## src/rtl/pwm_duty_temperature_decoder_macros.svh

```systemverilog
// Assertion macros for the PWM duty temperature decoder.
// Included by the modules that carry concurrent assertions; expects aclk and aresetn in scope.
`ifndef PWM_DUTY_TEMPERATURE_DECODER_MACROS_SVH
`define PWM_DUTY_TEMPERATURE_DECODER_MACROS_SVH

`ifndef NO_ASSERTIONS

// checked only outside reset
`define PDTD_ASSERT(lbl, prop) \
    lbl: assert property (@(posedge aclk) disable iff (!aresetn) prop) \
        else $error("pdtd assertion failed");

// checked on every edge, reset included
`define PDTD_ASSERT_ALWAYS(lbl, prop) \
    lbl: assert property (@(posedge aclk) prop) \
        else $error("pdtd assertion failed");

`else

`define PDTD_ASSERT(lbl, prop)
`define PDTD_ASSERT_ALWAYS(lbl, prop)

`endif

`endif

```

## src/rtl/pdtd_pkg.sv

```systemverilog
// Shared types and constants of the PWM duty temperature decoder.
// No dependencies; used by pdtd_div and pwm_duty_temperature_decoder.
package pdtd_pkg;

    localparam int CW        = 16;  // capture counter and length width
    localparam int AVG_CNT_W = 7;   // average_count register width
    localparam int IDX_W     = 2;   // config register index width
    localparam int DUTY_W    = 10;  // duty per mille, always below 1000
    localparam int PROD_W    = 26;  // 16 bit pulse times 1000
    localparam int TPROD_W   = 41;  // duty times TEMP_RECIP
    localparam int TEMP_W    = 15;

    localparam logic [IDX_W-1:0] REG_MIN_LEN   = 2'd0;
    localparam logic [IDX_W-1:0] REG_MAX_LEN   = 2'd1;
    localparam logic [IDX_W-1:0] REG_AVG_COUNT = 2'd2;

    localparam logic [CW-1:0]        MIN_LEN_RST   = 16'd250;
    localparam logic [CW-1:0]        MAX_LEN_RST   = 16'd40000;
    localparam logic [AVG_CNT_W-1:0] AVG_COUNT_RST = 7'd24;

    localparam logic CMD_EDGE = 1'b0;
    localparam logic CMD_READ = 1'b1;

    localparam logic [9:0]    SCALE_DUTY   = 10'd1000;
    localparam logic [13:0]   SCALE_TEMP   = 14'd10000;
    localparam logic [CW-1:0] DUTY_DIVISOR = 16'd470;
    localparam logic [CW-1:0] TEMP_OFFSET  = 16'd6809;

    // duty * 10000 / 470 == duty * 1000 / 47; 1000 * ceil(2^26 / 47), exact for duty < 1000
    localparam int          TEMP_SHIFT = 26;
    localparam logic [30:0] TEMP_RECIP = 31'd1427849000;

    typedef enum logic [2:0] {
        ST_IDLE,
        ST_DIV_PER,
        ST_DIV_HIGH,
        ST_DIV_DUTY,
        ST_DIV_TEMP,
        ST_OUT
    } state_t;

    typedef struct packed {
        logic start;
    } div_ctrl_t;

    typedef struct packed {
        logic busy;
        logic done;
    } div_stat_t;

endpackage

```

## src/rtl/pdtd_div.sv

```systemverilog
// Restoring radix-2 divider shared by the averaging and duty steps.
// One quotient bit per cycle; depends on pdtd_pkg.
module pdtd_div #(
    parameter int DW = 26
) (
    input  logic                   aclk,
    input  logic                   aresetn,
    input  pdtd_pkg::div_ctrl_t    ctrl,
    input  logic [DW-1:0]          dividend,
    input  logic [pdtd_pkg::CW-1:0] divisor,
    output pdtd_pkg::div_stat_t    stat,
    output logic [DW-1:0]          quotient
);
    localparam int CW    = pdtd_pkg::CW;
    localparam int CNT_W = $clog2(DW + 1);

    logic [DW-1:0]    quo_reg, quo_next;
    logic [CW-1:0]    rem_reg, rem_next;
    logic [CW-1:0]    dsr_reg, dsr_next;
    logic [CNT_W-1:0] cnt_reg, cnt_next;
    logic             busy_reg, busy_next;
    logic             done_reg, done_next;

    logic [CW:0] trial;
    logic [CW:0] diff;
    logic        ge;

    always_comb begin
        trial = {rem_reg, quo_reg[DW-1]};
        diff  = trial - {1'b0, dsr_reg};
        ge    = (trial >= {1'b0, dsr_reg});

        quo_next  = quo_reg;
        rem_next  = rem_reg;
        dsr_next  = dsr_reg;
        cnt_next  = cnt_reg;
        busy_next = busy_reg;
        done_next = 1'b0;

        if (busy_reg) begin
            rem_next = ge ? diff[CW-1:0] : trial[CW-1:0];
            quo_next = {quo_reg[DW-2:0], ge};
            cnt_next = cnt_reg - CNT_W'(1);
            if (cnt_reg == CNT_W'(1)) begin
                busy_next = 1'b0;
                done_next = 1'b1;
            end
        end else if (ctrl.start) begin
            quo_next  = dividend;
            rem_next  = '0;
            dsr_next  = divisor;
            cnt_next  = CNT_W'(DW);
            busy_next = 1'b1;
        end
    end

    always_ff @(posedge aclk) begin
        if (!aresetn) begin
            busy_reg <= 1'b0;
            done_reg <= 1'b0;
            cnt_reg  <= '0;
        end else begin
            busy_reg <= busy_next;
            done_reg <= done_next;
            cnt_reg  <= cnt_next;
        end
    end

    always_ff @(posedge aclk) begin
        quo_reg <= quo_next;
        rem_reg <= rem_next;
        dsr_reg <= dsr_next;
    end

    assign stat.busy = busy_reg;
    assign stat.done = done_reg;
    assign quotient  = quo_reg;

endmodule

```

## src/rtl/pwm_duty_temperature_decoder.sv

```systemverilog
// PWM duty temperature decoder: averages pulse/period pairs, converts duty to centidegrees.
// Edge event without a completed average: handled in idle. Edge completing an average: period and
// pulse divisions on the shared divider, DW = max(16 + clog2(MAX_AVERAGE), 26), i.e. 26 at defaults.
// Valid read: duty division, reciprocal multiply, then the result is registered for the output;
// invalid read: no division; a stalled result holds ST_OUT. Synchronous active-low reset
// clears measurement state, loads register defaults. Uses pdtd_pkg, pdtd_div, the macros header.
`include "pwm_duty_temperature_decoder_macros.svh"

module pwm_duty_temperature_decoder #(
    parameter int MAX_AVERAGE = 64
) (
    input  logic                              aclk,
    input  logic                              aresetn,
    // edge / read channel
    input  logic                              s_valid,
    output logic                              s_ready,
    input  logic                              s_command,
    input  logic                              s_edge_rising,
    input  logic [pdtd_pkg::CW-1:0]           s_capture_time,
    // result channel
    output logic                              m_valid,
    input  logic                              m_ready,
    output logic signed [pdtd_pkg::TEMP_W-1:0] m_temperature_centi,
    output logic                              m_temp_valid,
    output logic [pdtd_pkg::CW-1:0]           m_average_pulse,
    output logic [pdtd_pkg::CW-1:0]           m_average_period,
    // config writes
    input  logic                              cfg_wr_en,
    input  logic [pdtd_pkg::IDX_W-1:0]        cfg_index,
    input  logic [pdtd_pkg::CW-1:0]           cfg_wdata
);
    localparam int CW     = pdtd_pkg::CW;
    localparam int ACW    = pdtd_pkg::AVG_CNT_W;
    localparam int TW     = pdtd_pkg::TEMP_W;
    localparam int PW     = pdtd_pkg::PROD_W;
    localparam int TPW    = pdtd_pkg::TPROD_W;
    localparam int CNT_W  = $clog2(MAX_AVERAGE + 1);
    localparam int SUM_W  = CW + $clog2(MAX_AVERAGE);
    localparam int CMP_W  = (CNT_W > ACW) ? CNT_W : ACW;
    localparam int DW     = (SUM_W > pdtd_pkg::PROD_W) ? SUM_W : pdtd_pkg::PROD_W;

    // config registers
    logic [CW-1:0]  min_len_reg;
    logic [CW-1:0]  max_len_reg;
    logic [ACW-1:0] avg_count_reg;

    // measurement state
    pdtd_pkg::state_t state_reg, state_next;
    logic [CW-1:0]    period_start_reg, period_start_next;
    logic             start_seen_reg, start_seen_next;
    logic [CW-1:0]    last_high_reg, last_high_next;
    logic [SUM_W-1:0] high_sum_reg, high_sum_next;
    logic [SUM_W-1:0] period_sum_reg, period_sum_next;
    logic [CNT_W-1:0] pair_count_reg, pair_count_next;
    logic [CW-1:0]    avg_high_reg, avg_high_next;
    logic [CW-1:0]    avg_period_reg, avg_period_next;

    // read result
    logic signed [TW-1:0] temp_reg, temp_next;
    logic                 tvalid_reg, tvalid_next;
    logic                 m_valid_reg, m_valid_next;
    logic                 out_load;
    logic signed [TW-1:0] m_temp_reg;
    logic                 m_tvalid_reg;
    logic [CW-1:0]        m_pulse_reg;
    logic [CW-1:0]        m_period_reg;

    // shared divider
    pdtd_pkg::div_ctrl_t div_ctrl;
    pdtd_pkg::div_stat_t div_stat;
    logic [DW-1:0]       div_dividend;
    logic [CW-1:0]       div_divisor;
    logic [DW-1:0]       div_quotient;

    // datapath helpers
    logic [CW-1:0]    delta;
    logic             per_ok, high_ok;
    logic [CMP_W-1:0] cnt_inc, target, ac_ext, max_ext;
    logic [SUM_W-1:0] period_sum_add, high_sum_add;
    logic [pdtd_pkg::PROD_W-1:0]  duty_prod;
    logic [pdtd_pkg::TPROD_W-1:0] temp_prod;
    logic [CW-1:0]                temp_calc;

    pdtd_div #(
        .DW (DW)
    ) u_div (
        .aclk     (aclk),
        .aresetn  (aresetn),
        .ctrl     (div_ctrl),
        .dividend (div_dividend),
        .divisor  (div_divisor),
        .stat     (div_stat),
        .quotient (div_quotient)
    );

    always_comb begin
        delta   = s_capture_time - period_start_reg;
        per_ok  = (delta > min_len_reg) && (delta < max_len_reg);
        high_ok = (last_high_reg > min_len_reg) && (last_high_reg < max_len_reg);
        cnt_inc = CMP_W'(pair_count_reg) + CMP_W'(1);
        ac_ext  = CMP_W'(avg_count_reg);
        max_ext = CMP_W'(MAX_AVERAGE);
        if (ac_ext == '0) begin
            target = CMP_W'(1);
        end else if (ac_ext > max_ext) begin
            target = max_ext;
        end else begin
            target = ac_ext;
        end
        period_sum_add = period_sum_reg + SUM_W'(delta);
        high_sum_add   = high_sum_reg + SUM_W'(last_high_reg);
        duty_prod      = PW'(avg_high_reg) * PW'(pdtd_pkg::SCALE_DUTY);
        temp_prod      = TPW'(div_quotient[pdtd_pkg::DUTY_W-1:0]) * TPW'(pdtd_pkg::TEMP_RECIP);
        temp_calc      = CW'(temp_prod[TPW-1:pdtd_pkg::TEMP_SHIFT]) - pdtd_pkg::TEMP_OFFSET;
    end

    always_comb begin
        state_next        = state_reg;
        period_start_next = period_start_reg;
        start_seen_next   = start_seen_reg;
        last_high_next    = last_high_reg;
        high_sum_next     = high_sum_reg;
        period_sum_next   = period_sum_reg;
        pair_count_next   = pair_count_reg;
        avg_high_next     = avg_high_reg;
        avg_period_next   = avg_period_reg;
        temp_next         = temp_reg;
        tvalid_next       = tvalid_reg;
        m_valid_next      = m_valid_reg && !m_ready;
        out_load          = 1'b0;
        s_ready           = 1'b0;
        div_ctrl.start    = 1'b0;
        div_dividend      = DW'(period_sum_add);
        div_divisor       = CW'(cnt_inc);

        unique case (state_reg)
            pdtd_pkg::ST_IDLE: begin
                s_ready = 1'b1;
                if (s_valid) begin
                    if (s_command == pdtd_pkg::CMD_READ) begin
                        start_seen_next = 1'b0;
                        last_high_next  = '0;
                        if (avg_high_reg < avg_period_reg) begin
                            div_ctrl.start = 1'b1;
                            div_dividend   = DW'(duty_prod);
                            div_divisor    = avg_period_reg;
                            state_next     = pdtd_pkg::ST_DIV_DUTY;
                        end else begin
                            temp_next   = '0;
                            tvalid_next = 1'b0;
                            state_next  = pdtd_pkg::ST_OUT;
                        end
                    end else if (s_edge_rising) begin
                        period_start_next = s_capture_time;
                        start_seen_next   = 1'b1;
                        if (start_seen_reg && per_ok && high_ok) begin
                            period_sum_next = period_sum_add;
                            high_sum_next   = high_sum_add;
                            pair_count_next = cnt_inc[CNT_W-1:0];
                            if (cnt_inc >= target) begin
                                // average the period now, pulse after it
                                div_ctrl.start = 1'b1;
                                state_next     = pdtd_pkg::ST_DIV_PER;
                            end
                        end
                    end else if (start_seen_reg) begin
                        last_high_next = delta;
                    end
                end
            end
            pdtd_pkg::ST_DIV_PER: begin
                div_dividend = DW'(high_sum_reg);
                div_divisor  = CW'(pair_count_reg);
                if (div_stat.done) begin
                    avg_period_next = div_quotient[CW-1:0];
                    div_ctrl.start  = 1'b1;
                    high_sum_next   = '0;
                    period_sum_next = '0;
                    pair_count_next = '0;
                    state_next      = pdtd_pkg::ST_DIV_HIGH;
                end
            end
            pdtd_pkg::ST_DIV_HIGH: begin
                if (div_stat.done) begin
                    avg_high_next = div_quotient[CW-1:0];
                    state_next    = pdtd_pkg::ST_IDLE;
                end
            end
            pdtd_pkg::ST_DIV_DUTY: begin
                if (div_stat.done) begin
                    state_next = pdtd_pkg::ST_DIV_TEMP;
                end
            end
            pdtd_pkg::ST_DIV_TEMP: begin
                // duty stays in the idle divider; scale it by reciprocal multiply
                temp_next   = $signed(temp_calc[TW-1:0]);
                tvalid_next = 1'b1;
                state_next  = pdtd_pkg::ST_OUT;
            end
            pdtd_pkg::ST_OUT: begin
                if (!m_valid_reg || m_ready) begin
                    out_load     = 1'b1;
                    m_valid_next = 1'b1;
                    state_next   = pdtd_pkg::ST_IDLE;
                end
            end
            default: begin
                state_next = pdtd_pkg::ST_IDLE;
            end
        endcase
    end

    always_ff @(posedge aclk) begin
        if (!aresetn) begin
            min_len_reg   <= pdtd_pkg::MIN_LEN_RST;
            max_len_reg   <= pdtd_pkg::MAX_LEN_RST;
            avg_count_reg <= pdtd_pkg::AVG_COUNT_RST;
        end else if (cfg_wr_en) begin
            unique case (cfg_index)
                pdtd_pkg::REG_MIN_LEN:   min_len_reg   <= cfg_wdata;
                pdtd_pkg::REG_MAX_LEN:   max_len_reg   <= cfg_wdata;
                pdtd_pkg::REG_AVG_COUNT: avg_count_reg <= cfg_wdata[ACW-1:0];
                default: ;
            endcase
        end
    end

    always_ff @(posedge aclk) begin
        if (!aresetn) begin
            state_reg        <= pdtd_pkg::ST_IDLE;
            period_start_reg <= '0;
            start_seen_reg   <= 1'b0;
            last_high_reg    <= '0;
            high_sum_reg     <= '0;
            period_sum_reg   <= '0;
            pair_count_reg   <= '0;
            avg_high_reg     <= '0;
            avg_period_reg   <= '0;
            m_valid_reg      <= 1'b0;
        end else begin
            state_reg        <= state_next;
            period_start_reg <= period_start_next;
            start_seen_reg   <= start_seen_next;
            last_high_reg    <= last_high_next;
            high_sum_reg     <= high_sum_next;
            period_sum_reg   <= period_sum_next;
            pair_count_reg   <= pair_count_next;
            avg_high_reg     <= avg_high_next;
            avg_period_reg   <= avg_period_next;
            m_valid_reg      <= m_valid_next;
        end
    end

    always_ff @(posedge aclk) begin
        temp_reg   <= temp_next;
        tvalid_reg <= tvalid_next;
        if (out_load) begin
            m_temp_reg   <= temp_reg;
            m_tvalid_reg <= tvalid_reg;
            m_pulse_reg  <= avg_high_reg;
            m_period_reg <= avg_period_reg;
        end
    end

    assign m_valid             = m_valid_reg;
    assign m_temperature_centi = m_temp_reg;
    assign m_temp_valid        = m_tvalid_reg;
    assign m_average_pulse     = m_pulse_reg;
    assign m_average_period    = m_period_reg;

    `PDTD_ASSERT(a_ready_div_idle, s_ready |-> !div_stat.busy)
    `PDTD_ASSERT(a_pair_count_bound, pair_count_reg <= CNT_W'(MAX_AVERAGE))
    `PDTD_ASSERT(a_read_rearms, (s_valid && s_ready && s_command) |=> !start_seen_reg)
    `PDTD_ASSERT(a_invalid_zero, (m_valid && !m_temp_valid) |-> (m_temperature_centi == '0))
    `PDTD_ASSERT_ALWAYS(a_reset_no_out, !aresetn |=> !m_valid)

endmodule
```

## config.mk

```make
export PLATFORM = sky130hd
export DESIGN_NAME = pwm_duty_temperature_decoder
export DESIGN_NICKNAME = d
export VERILOG_FILES = /design/src/rtl/pdtd_pkg.sv /design/src/rtl/pdtd_div.sv /design/src/rtl/pwm_duty_temperature_decoder.sv
export VERILOG_INCLUDE_DIRS = /design/src /design/src/rtl
export SDC_FILE = /design/constraint.sdc
export NUM_CORES = 1
export LEC_CHECK = 0
export CAP_MARGIN = 20
export CORE_MARGIN = 4
export CORE_UTILIZATION = 70
export CTS_BUF_LIST = sky130_fd_sc_hd__clkbuf_4 sky130_fd_sc_hd__clkbuf_8
export DETAILED_ROUTE_END_ITERATION = 10
export DONT_BUFFER_PORTS = 1
export GPL_ROUTABILITY_DRIVEN = 0
export MAX_ROUTING_LAYER = met4
export PLACE_DENSITY = 0.86
export RECOVER_POWER = 100
export SYNTH_ARGS = -nofsm -noshare
export SYNTH_HDL_FRONTEND = slang
export SYNTH_SLANG_ARGS = --single-unit
```

## constraint.sdc

```tcl
create_clock -name aclk -period 16.6 [get_ports aclk]
set_input_delay 3.32 -clock aclk [delete_from_list [all_inputs] [get_ports aclk]]
set_output_delay 3.32 -clock aclk [all_outputs]
set_load 0.01 [all_outputs]
```

==> results.json <==
{
  "crit_chain": "inv_1 -> ha_1 -> inv_1 -> fa_1 -> a21o_1 -> a21oi_1 -> o21bai_1 -> a21o_1 -> a21oi_1 -> o211ai_1 -> a41oi_1 -> xnor2_1 -> ha_1 -> nor2b_1 -> o21ai_0 -> nand4b_1 -> a211o_1 -> a211oi_1 -> nand3_1 -> nand4_1 -> clkbuf_1 -> a311oi_1",
  "cts_resized": 0,
  "reg2reg_from": "u_div.quotient[8]$_DFFE_PP_",
  "drv_cap": 6,
  "min_to": "m_temperature_centi[0]$_DFFE_PP_",
  "rsz0062_at_grt": "no",
  "hold_violations": 0,
  "hp-class": "reg -> reg",
  "slew_viol_final": 302,
  "die_h_um": 190,
  "max_slew_margin_pct": -176,
  "viasPerCell": 6.46,
  "cts_root_buf": "clkbuf_8",
  "syn_inst": 2471,
  "htree_num_levels": 2,
  "routed_wl_um": 59700,
  "violations": "capacitance limit, slew limit",
  "grt_pass1_vias": 19200,
  "finalNetCount": 2937,
  "n_antenna_cell": 0,
  "fin_util_pct": 75.3,
  "status": "finished with violations",
  "grt_max_degree": 87,
  "max_freq_ghz": 0.102,
  "ant_nets": 0,
  "ys_seq_elements": 288,
  "powerDensity_mw_per_mm2": 69.6,
  "cp.arrival_ps": 10160,
  "synth.distinct_cells": 93,
  "start_util_pct": 70.9,
  "hold_buffers": 0,
  "worstMarginPinSlew_ps": 4140,
  "finalCritPeriodShare_pct": 59.3,
  "dr.pass1.iters": 7,
  "min_period_ps": 9840,
  "avgSynthCellArea_sq_um": 9.33,
  "placed_cell_area_sq_mm": 0.0234,
  "path_max_fanout": 46,
  "design.core.area_sq_mm": 0.0325,
  "cp_slowest_cell": "clkbuf_1",
  "seq_area_frac_synth_pct": 30.3,
  "finalInstanceArea_sq_mm": 0.0245,
  "track_usage_pct": 34.4,
  "drt_iter0_markers": 1994,
  "syn_nets": 2954,
  "dp.cells": 2844,
  "largest_reg_flops": 26,
  "max_stage_delay_ps": 1870,
  "via_count": 19000,
  "ios": 91,
  "required_ps": 16920,
  "power.leakage_nw": 10.8,
  "async_flop_share_pct": 0,
  "hp-start": "temp_reg[0]$_SDFFCE_PN0P_",
  "drive_above_1_share_pct": 5.49,
  "r2r_slack_ps": 9030,
  "cts_buffers": 50,
  "path_class": "in -> reg",
  "netlist_area_sq_mm": 0.0231,
  "worst_hold_slack_ps": 420,
  "die_w_um": 190,
  "holdPathStages": 0,
  "synthFlopType": "dfxtp_1",
  "antenna_found_initial": 0,
  "cts_tree": "yes",
  "cts.sinks": 288,
  "clk_path_buf_depth": 3,
  "ir_drop_uv": 74.1,
  "dp_hpwl_um": 45100,
  "fin_tns_setup_ps": 0,
  "synth_edf_count": 122,
  "worstReg2RegEnd": "temp_reg[14]$_SDFFCE_PN0P_",
  "placementRows": 66,
  "layoutNonFillerInstCount": 2938,
  "setup_violations": 0,
  "route.detailed.drc": 0,
  "reg2reg_depth": 24,
  "final.setup_skew_ps": 30.6,
  "post-cts-setup-buffer-count": 0,
  "dieArea_sq_mm": 0.0359,
  "clk_pin_slew_worst_paths_ps": 60,
  "overflow": 0,
  "portBuffers": 0,
  "syn_to_final_growth_pct": 6.28,
  "worstSetupEndpointType": "register",
  "startpoint_type": "input pin",
  "wl_per_cell_um": 20.3,
  "ys_warn_count": 0,
  "insertion_delay_ps": 640,
  "grt_first_pass_wirelength_um": 97000
}
-- critical path, delay by kind of cell --
kind            cells  cell delay, ps
fa+ha+maj           3             860
compound gates     11            3090
buf+inv             3            1970
simple gates        4             620
xor+xnor            1             280
-- final cells by class --
class	count	area, sq um
clock buffers	74	937
repair buffers	16	86.3
flip-flops and latches	288	6990
multi-input cells	1812	14600
fillers	2273	8030
clock inverters	20	253
inverters	286	1070
well taps	442	553
-- layer usage --
| layer | share of wire, % | up-vias | GRT usage (%) | wire [um] |
|---|---|---|---|---|
| li1 | - | 8685 | - | - |
| met1 | 38 | 9013 | 42.0 | 23000 |
| met5 | 0 | - | - | 0 |
| met2 | 47 | 1016 | 55.1 | 27800 |
| met3 | 9.7 | 252 | 7.37 | 5810 |
| met4 | 5.2 | 0 | 15.8 | 3110 |
-- synthesized netlist by cell type, types with 51 or more instances --
| library cell | n | area [sq um] |
|---|---|---|
| a21o_1 | 51 | 383 |
| clkbuf_1 | 69 | 259 |
| dfxtp_1 | 166 | 3320 |
| ha_1 | 305 | 3820 |
| nand3_1 | 70 | 350 |
| nor3_1 | 51 | 255 |
| fa_1 | 137 | 2740 |
| edfxtp_1 | 122 | 3660 |
| xnor2_1 | 53 | 464 |
| o21ai_0 | 68 | 340 |
| inv_1 | 284 | 1070 |
| nor2_1 | 131 | 492 |
| a21oi_1 | 206 | 1030 |
| nand2_1 | 259 | 972 |
-- worst max-delay path by stage --
stage / startpoint / to / slack, ps / cells after the start
floorplan: s_capture_time[0] / u_div.cnt_reg[3]$_SDFFE_PN0P_ / 7890 / 23
CTS: s_capture_time[0] / u_div.dsr_reg[4]$_DFFE_PP_ / 8910 / 22
global placement: s_capture_time[0] / u_div.dsr_reg[13]$_DFFE_PP_ / 7960 / 21
finish: s_capture_time[0] / u_div.cnt_reg[2]$_SDFFE_PN0P_ / 6760 / 22
global route: s_capture_time[0] / u_div.cnt_reg[2]$_SDFFE_PN0P_ / 6420 / 22
detailed placement: s_capture_time[0] / u_div.dsr_reg[4]$_DFFE_PP_ / 8280 / 22
-- kinds of logic (layout without fill, tap and decap cells) --
group                      after synthesis  in the layout  synth area share, %
and+or+nand+nor                        678            678                 13.8
AOI/OAI and AO/OA                      577            577                 16.7
adders and majority gates              442            442                 28.4
buffers and inverters                  371            396                 6.15
DFF                                    288            288                 30.3
xor gates and xnor gates                89             89                 3.45
muxes                                   26             26                 1.13
-- report_power, final --
part	switching (W)	internal, W	leakage, nW	total, W
clock	0.000315	0.000456	0.627	0.000772
sequential	0.00000884	0.000748	2.48	0.000757
combinational	0.000112	0.0000640	7.74	0.000176
-- stage by stage --
stage | worst slack, ps | total power (W)
4_1_cts | 8910 | 0.00171
2_1_floorplan | 7890 | 0.000896
3_5_place_dp | 8280 | 0.000944
3_3_place_gp | 7960 | 0.000934
6_report | 6760 | 0.00170
5_1_grt | 6420 | 0.00176
-- layout by cell type (no fill, tap or decap), drive strengths merged, types with 51 or more instances in the layout --
cell type  Yosys  layout
a21o          51      51
a21oi        209     209
clkbuf        69      83
dfxtp        166     166
edfxtp       122     122
fa           137     137
ha           305     305
inv          286     285
nand2        259     259
nand3         71      71
nor2         131     131
nor3          53      53
o21ai         81      81
xnor2         54      54
No activity file was read; power rests on OpenSTA's default activity.
